**src/sv/lls_pkg.sv**
```systemverilog
// Shared constants, payload types and scan token type for the least-loaded assigner.
package lls_pkg;

    localparam int MAX_SERVERS = 16;
    localparam int LOAD_W      = 32;
    localparam int IDX_W       = (MAX_SERVERS > 1) ? $clog2(MAX_SERVERS) : 1;
    localparam int CNT_W       = $clog2(MAX_SERVERS + 1);
    localparam int JOB_W       = 16;
    localparam int SRV_W       = 5;

    localparam logic [LOAD_W-1:0] LOAD_MAX = {LOAD_W{1'b1}};

    typedef struct packed {
        logic [JOB_W-1:0] job_time;
        logic             new_batch;
    } job_t;

    typedef struct packed {
        logic [SRV_W-1:0] assigned_server;
        logic [SRV_W-1:0] next_server;
        logic             load_saturated;
    } result_t;

    typedef struct packed {
        logic              go;
        logic              best_valid;
        logic [LOAD_W-1:0] best_load;
        logic [IDX_W-1:0]  best_idx;
        logic              sec_valid;
        logic [LOAD_W-1:0] sec_load;
        logic [IDX_W-1:0]  sec_idx;
    } scan_t;

endpackage

```
**src/sv/lls_cell.sv**
```systemverilog
// One server cell: holds that server's load and folds it into the passing minimum scan.
module lls_cell (
    input  logic                      clk,
    input  logic                      rst_n,
    input  lls_pkg::scan_t            scan_in,
    input  logic                      open,
    input  logic [lls_pkg::IDX_W-1:0] idx,
    input  logic                      clear,
    input  logic                      wr_en,
    input  logic [lls_pkg::LOAD_W-1:0] wr_load,
    output lls_pkg::scan_t            scan_out
);
    import lls_pkg::*;

    logic [LOAD_W-1:0] load_reg;
    logic [LOAD_W-1:0] load_next;
    scan_t             scan_reg;
    scan_t             scan_next;

    always_comb
    begin
        scan_next = scan_in;
        if (open)
        begin
            if (!scan_in.best_valid)
            begin
                scan_next.best_valid = 1'b1;
                scan_next.best_load  = load_reg;
                scan_next.best_idx   = idx;
            end
            else if (load_reg < scan_in.best_load)
            begin
                scan_next.sec_valid  = 1'b1;
                scan_next.sec_load   = scan_in.best_load;
                scan_next.sec_idx    = scan_in.best_idx;
                scan_next.best_load  = load_reg;
                scan_next.best_idx   = idx;
            end
            else if (!scan_in.sec_valid || (load_reg < scan_in.sec_load))
            begin
                scan_next.sec_valid  = 1'b1;
                scan_next.sec_load   = load_reg;
                scan_next.sec_idx    = idx;
            end
        end
    end

    always_comb
    begin
        load_next = load_reg;
        if (clear)
        begin
            load_next = '0;
        end
        else if (wr_en)
        begin
            load_next = wr_load;
        end
    end

    always_ff @(posedge clk or negedge rst_n)
    begin
        if (!rst_n)
        begin
            load_reg <= '0;
            scan_reg <= '0;
        end
        else
        begin
            load_reg <= load_next;
            scan_reg <= scan_next;
        end
    end

    assign scan_out = scan_reg;

endmodule

```
**src/sv/least_loaded_server_assign.sv**
```systemverilog
// Top level: greedy least-loaded job assignment over a chain of server cells.
//
//  channel  | handshake            | payload
//  ---------+----------------------+-----------------------------------------
//  job      | start, busy          | job.job_time, job.new_batch
//  result   | done (1-cycle pulse) | result.assigned_server, next_server,
//           |                      |   load_saturated
//  config   | cfg_we               | cfg_wdata (active_servers)
//
// After a job transfer the scan token walks the cell chain one cell per cycle;
// when it leaves the last cell the job is added to the least load, the next
// server is picked, and the result and strobe are registered. busy stays high from
// transfer until the strobe cycle; a new job may transfer at the edge that ends
// the strobe cycle, so a new job is never taken while one is still in flight.
// Reset clears all loads and sets active_servers to 1. The receiver cannot stall.
module least_loaded_server_assign (
    input  logic                        clk,
    input  logic                        rst_n,
    input  logic                        cfg_we,
    input  logic [lls_pkg::SRV_W-1:0]   cfg_wdata,
    input  logic                        start,
    output logic                        busy,
    input  lls_pkg::job_t               job,
    output logic                        done,
    output lls_pkg::result_t            result
);
    import lls_pkg::*;

    logic [SRV_W-1:0]  active_reg;
    logic              busy_reg;
    logic              head_go_reg;
    logic [JOB_W-1:0]  job_reg;
    logic              done_reg;
    result_t           result_reg;
    result_t           result_next;

    logic              accept;
    logic              clear;
    logic [CNT_W-1:0]  n_open;
    logic [31:0]       act32;
    scan_t             chain [0:MAX_SERVERS];
    scan_t             tail;
    logic              fire;
    logic [LOAD_W:0]   sum;
    logic [LOAD_W-1:0] cur;
    logic              sat;
    logic [IDX_W-1:0]  nxt;
    logic [31:0]       who_num;
    logic [31:0]       nxt_num;
    logic [MAX_SERVERS-1:0] go_vec;

    assign accept = start && !busy_reg;
    assign clear  = accept && job.new_batch;

    always_comb
    begin
        act32 = 32'(active_reg);
        if (act32 == 32'd0)
        begin
            act32 = 32'd1;
        end
        else if (act32 > 32'(MAX_SERVERS))
        begin
            act32 = 32'(MAX_SERVERS);
        end
        n_open = CNT_W'(act32);
    end

    assign chain[0] = {head_go_reg, {($bits(scan_t) - 1){1'b0}}};

    assign tail = chain[MAX_SERVERS];
    assign fire = tail.go;

    always_comb
    begin
        sum = {1'b0, tail.best_load} + (LOAD_W+1)'(job_reg);
        if (sum[LOAD_W])
        begin
            cur = LOAD_MAX;
            sat = 1'b1;
        end
        else
        begin
            cur = sum[LOAD_W-1:0];
            sat = 1'b0;
        end
        if (!tail.sec_valid || (cur < tail.sec_load))
        begin
            nxt = tail.best_idx;
        end
        else if (cur == tail.sec_load)
        begin
            nxt = (tail.best_idx < tail.sec_idx) ? tail.best_idx : tail.sec_idx;
        end
        else
        begin
            nxt = tail.sec_idx;
        end
        who_num = 32'(tail.best_idx) + 32'd1;
        nxt_num = 32'(nxt) + 32'd1;
        result_next.assigned_server = who_num[SRV_W-1:0];
        result_next.next_server     = nxt_num[SRV_W-1:0];
        result_next.load_saturated  = sat;
    end

    genvar i;
    generate
        for (i = 0; i < MAX_SERVERS; i++)
        begin : g_cell
            lls_cell u_cell (
                .clk      (clk),
                .rst_n    (rst_n),
                .scan_in  (chain[i]),
                .open     (CNT_W'(i) < n_open),
                .idx      (IDX_W'(i)),
                .clear    (clear),
                .wr_en    (fire && (tail.best_idx == IDX_W'(i))),
                .wr_load  (cur),
                .scan_out (chain[i+1])
            );
            assign go_vec[i] = chain[i+1].go;
        end
    endgenerate

    always_ff @(posedge clk or negedge rst_n)
    begin
        if (!rst_n)
        begin
            active_reg  <= SRV_W'(1);
            busy_reg    <= 1'b0;
            head_go_reg <= 1'b0;
            done_reg    <= 1'b0;
        end
        else
        begin
            if (cfg_we)
            begin
                active_reg <= cfg_wdata;
            end
            head_go_reg <= accept;
            done_reg    <= fire;
            if (accept)
            begin
                busy_reg <= 1'b1;
            end
            else if (fire)
            begin
                busy_reg <= 1'b0;
            end
        end
    end

    always_ff @(posedge clk)
    begin
        if (accept)
        begin
            job_reg <= job.job_time;
        end
        if (fire)
        begin
            result_reg <= result_next;
        end
    end

    assign busy   = busy_reg;
    assign done   = done_reg;
    assign result = result_reg;

    a_done_not_busy: assert property (@(posedge clk) disable iff (!rst_n)
        done |-> !busy)
        else $error("result strobe while busy");

    a_accept_busy: assert property (@(posedge clk) disable iff (!rst_n)
        (start && !busy) |=> busy)
        else $error("busy not raised after job transfer");

    a_one_token: assert property (@(posedge clk) disable iff (!rst_n)
        $onehot0({go_vec, head_go_reg}))
        else $error("more than one scan token in the cell chain");

    a_fire_done: assert property (@(posedge clk) disable iff (!rst_n)
        fire |=> done)
        else $error("scan finished without a result strobe");

    a_token_while_busy: assert property (@(posedge clk) disable iff (!rst_n)
        (head_go_reg || (go_vec != '0)) |-> busy)
        else $error("scan token present while idle");

endmodule

```
**config.mk**
```make
export PLATFORM = sky130hd
export DESIGN_NAME = least_loaded_server_assign
export DESIGN_NICKNAME = d
export VERILOG_FILES = /design/src/sv/lls_pkg.sv /design/src/sv/lls_cell.sv /design/src/sv/least_loaded_server_assign.sv
export SDC_FILE = /design/constraint.sdc
export NUM_CORES = 2
export LEC_CHECK = 0
export ABC_AREA = 1
export BUFFER_PORTS_ARGS = -buffer_cell sky130_fd_sc_hd__buf_4
export CAP_MARGIN = 20
export CORE_MARGIN = 2
export CORE_UTILIZATION = 30
export CTS_BUF_LIST = sky130_fd_sc_hd__clkbuf_4
export DETAILED_ROUTE_END_ITERATION = 16
export SETUP_SLACK_MARGIN = 0.05
export SLEW_MARGIN = 10
export SYNTH_ARGS = -nofsm -noshare
export SYNTH_HDL_FRONTEND = slang
export SYNTH_SLANG_ARGS = --single-unit
```
**constraint.sdc**
```tcl
create_clock -name clk -period 3.9 [get_ports clk]
set_input_delay 0 -clock clk [delete_from_list [all_inputs] [get_ports clk]]
set_output_delay 0 -clock clk [all_outputs]
set_load 0.005 [all_outputs]
```
==> impl_metrics.py <==
metrics = {
    "floorplanning": {
        "num_rows": 211,
        "io_pins": 39,
        "fp.dieW_microns": 579.1,
        "die_area_sq_um": 335300,
        "start_util_pct": 30.09,
        "die_h_microns": 579.1,
        "core_area_sq_um": 329700,
    },
    "timing": {
        "slew_headroom_pct": 32.51,
        "fin_skew_ns": 0.2317,
        "period_minus_slack_ns": 3.891,
        "hold_violations": 0,
        "max_freq_mhz": 257.0,
        "slew_viol_final": 0,
        "min_period_over_period_pct": 99.77,
        "rsz0062_at_grt": "yes",
        "whs_ns": 0.1825,
        "finalSetupViolations": 0,
        "finalSetupTns_ns": 0,
        "worst_slew_pin_slew_ns": 1.012,
        "fin_ws_ns": 0.009047,
    },
    "synth": {
        "synth_cells": 13090,
        "ys_seq_elements": 1683,
        "yosys.area.top_type": "dfrtp_1",
        "synthTopCellsByCount": "nand2_1 (4,057), inv_1 (1,780), dfrtp_1 (1,655), nand3_1 (1,446), o21ai_0 (1,189)",
        "async_reset_ff_share_pct": 98.40,
        "synth.distinct_cells": 52,
        "synth_ff_type": "dfrtp_1",
        "yosysMostFrequentCell": "nand2_1",
        "synth_edf_count": 27,
        "ys.warnings.count": 0,
        "post-synth-top-area-fraction_pct": 41.74,
        "yosysSeqAreaShare_pct": 42.59,
        "syn-num-nets": 14070,
        "synth.area.top_cells": "dfrtp_1 (42%), nand2_1 (15%), ha_1 (12%)",
        "synth.avg_cell_area_sq_um": 7.580,
        "netlist_area_sq_um": 99220,
    },
    "worst_setup_path": {
        "endpoint": "result[3]",
        "start_kind": "flip-flop",
        "crit_path_max_incr_delay_ns": 0.40,
        "r2r_slack_ns": 0.009,
        "worstSetupPathType": "reg2reg",
        "critPathCaptureType": "flip-flop",
        "timing.rr.start": "job_reg[0]",
        "worst_ep_arrival_time_ns": 5.02,
        "crit_fanout": 8,
        "required_ns": 5.02,
        "reg2reg_depth": 29,
        "r2r-end": "result[3]",
        "crit_start": "job_reg[0]",
        "path_common_cell": "nand2_2",
        "cp_slowest_cell": "fa_2",
    },
    "routing": {
        "drt-total-wl_microns": 344000,
        "ant_nets": 0,
        "drt-initial-drc-count": 7981,
        "dr.pass1.iters": 6,
        "vias_per_cell": 4.860,
        "drc": 0,
        "wl_per_cell_microns": 19.02,
        "vias": 87910,
    },
    "cells_and_area": {
        "areaGrowthSynthToFinish_pct": 13.48,
        "largest_reg_flops": 1136,
        "final_core_util_pct": 34.14,
        "final_cell_count_no_fill": 18090,
        "design_area_sq_um": 112600,
        "fin_nets": 14340,
        "drive_gt1_share_pct": 9.941,
    },
    "clock_network": {
        "clock_latency_ns": 1.50,
        "ctsRootBufferMaster": "clkbuf_4",
        "clock-sinks": 1683,
        "cts_made_buffers": 454,
        "h-tree-depth": 5,
        "clockBufferDepth": 4,
        "cts_tree": "done",
        "clk_pin_slew_ns": 0.06,
    },
    "place": {
        "pre_cts_ws_ns": -0.2456,
        "portBuffers": 38,
        "dpl.hpwl_microns": 242300,
        "placedInstanceArea_sq_um": 105300,
        "gp_congestion": 0.9139,
        "dp_cells": 17170,
    },
    "job": {
        "maxCapViolCount": 0,
    },
    "run_status": {
        "status": "finished clean",
    },
    "power": {
        "total_power_mw": 40.55,
        "ir_worst_vdd_uv": 303.8,
        "cellPowerDensity_nw_per_um2": 360.2,
        "p_leak_nw": 58.35,
    },
    "grt": {
        "grt_overflow": 0,
        "grt_usage_pct": 20.29,
        "grt_pass1_vias": 83620,
        "grt_first_pass_wirelength_microns": 523600,
        "antenna_found_initial": 23,
        "grt_max_degree": 157,
    },
    "min_path": {
        "hold_class": "in2reg",
    },
}
worst min path at each step:
stage	startpoint	to	slack, ns	cells after the start
after floorplan	rst_n	active_reg[1]	-0.30	0
after global placement	rst_n	g_cell[15].u_cell.scan_out[54]	-0.11	1
after detailed placement	rst_n	g_cell[15].u_cell.scan_out[54]	-0.12	1
after CTS	cfg_wdata[3]	active_reg[3]	0.07	5
after global routing	cfg_wdata[0]	active_reg[0]	0.15	5
final	cfg_wdata[0]	active_reg[0]	0.18	5
cells in the final DEF (no fill, tap or decap), drive strengths merged, types with 27 or more instances in the layout:
cell	count
ha	956
a21oi	539
nor2	301
nand3	1513
clkbuf	642
edfxtp	27
clkinv	165
o21a	50
o211ai	29
buf	381
o21ai	1269
nand4	48
dfrtp	1655
dlygate4sd3	68
nor3	41
nand2	4081
or2	45
inv	1808
critical path: cells and delay by family (launching register included):
family / cells / cell delay, ns
and+or+nand+nor: 16 / 1.34
adders and majority gates: 4 / 1.06
buffers and inverters: 7 / 0.61
DFF: 1 / 0.38
xor gates and xnor gates: 1 / 0.17
AOI/OAI and AO/OA: 1 / 0.06
what timing repair did:
action                     4_1_cts  5_1_grt
hold endpoints to repair      2204        0
pin swaps                       22       30
cloned                           2        0
setup endpoints to repair        4        5
resized for setup               41       65
setup buffers                   18        5
hold buffers                    69        0
metal layers:
| layer | routed length (microns) | up-vias | track usage (%) |
|---|---|---|---|
| met4 | 19090 | 8 | 10.44 |
| met3 | 24930 | 813 | 3.533 |
| li1 | - | 42710 | - |
| met1 | 145400 | 41260 | 26.44 |
| met2 | 154600 | 3114 | 32.23 |
| met5 | 59 | - | 0 |
where the power goes:
group          switching (mW)  leakage [nW]  internal, mW
clock network            8.11          3.45          8.05
registers               0.411          22.8          18.0
logic                    4.25          32.1          1.72
cell families (layout without fill, tap and decap cells):
logic type               Yosys count  in the layout  share of synthesized area, %
buffers and inverters           2454           3075                         9.543
flip-flops                      1683           1683                         42.59
other                              1             13                      0.003780
adder cells (fa/ha/maj)          957            957                         12.08
AND/OR/NAND/NOR                 6063           6064                         25.71
AO/OA/AOI/OAI                   1920           1920                         9.987
XOR/XNOR                          11             11                       0.09711
layout make-up:
type	count	area, sq um
Sequential cell	1683	42250
Timing Repair Buffer	449	4066
Inverter	1814	6814
Clock buffer	642	4820
Antenna cell	12	30.03
Fill cell	34650	217200
Clock inverter	170	989.7
Multi-Input combinational cell	8953	48150
Tap cell	4366	5463
(Power assumes the default switching activity.)
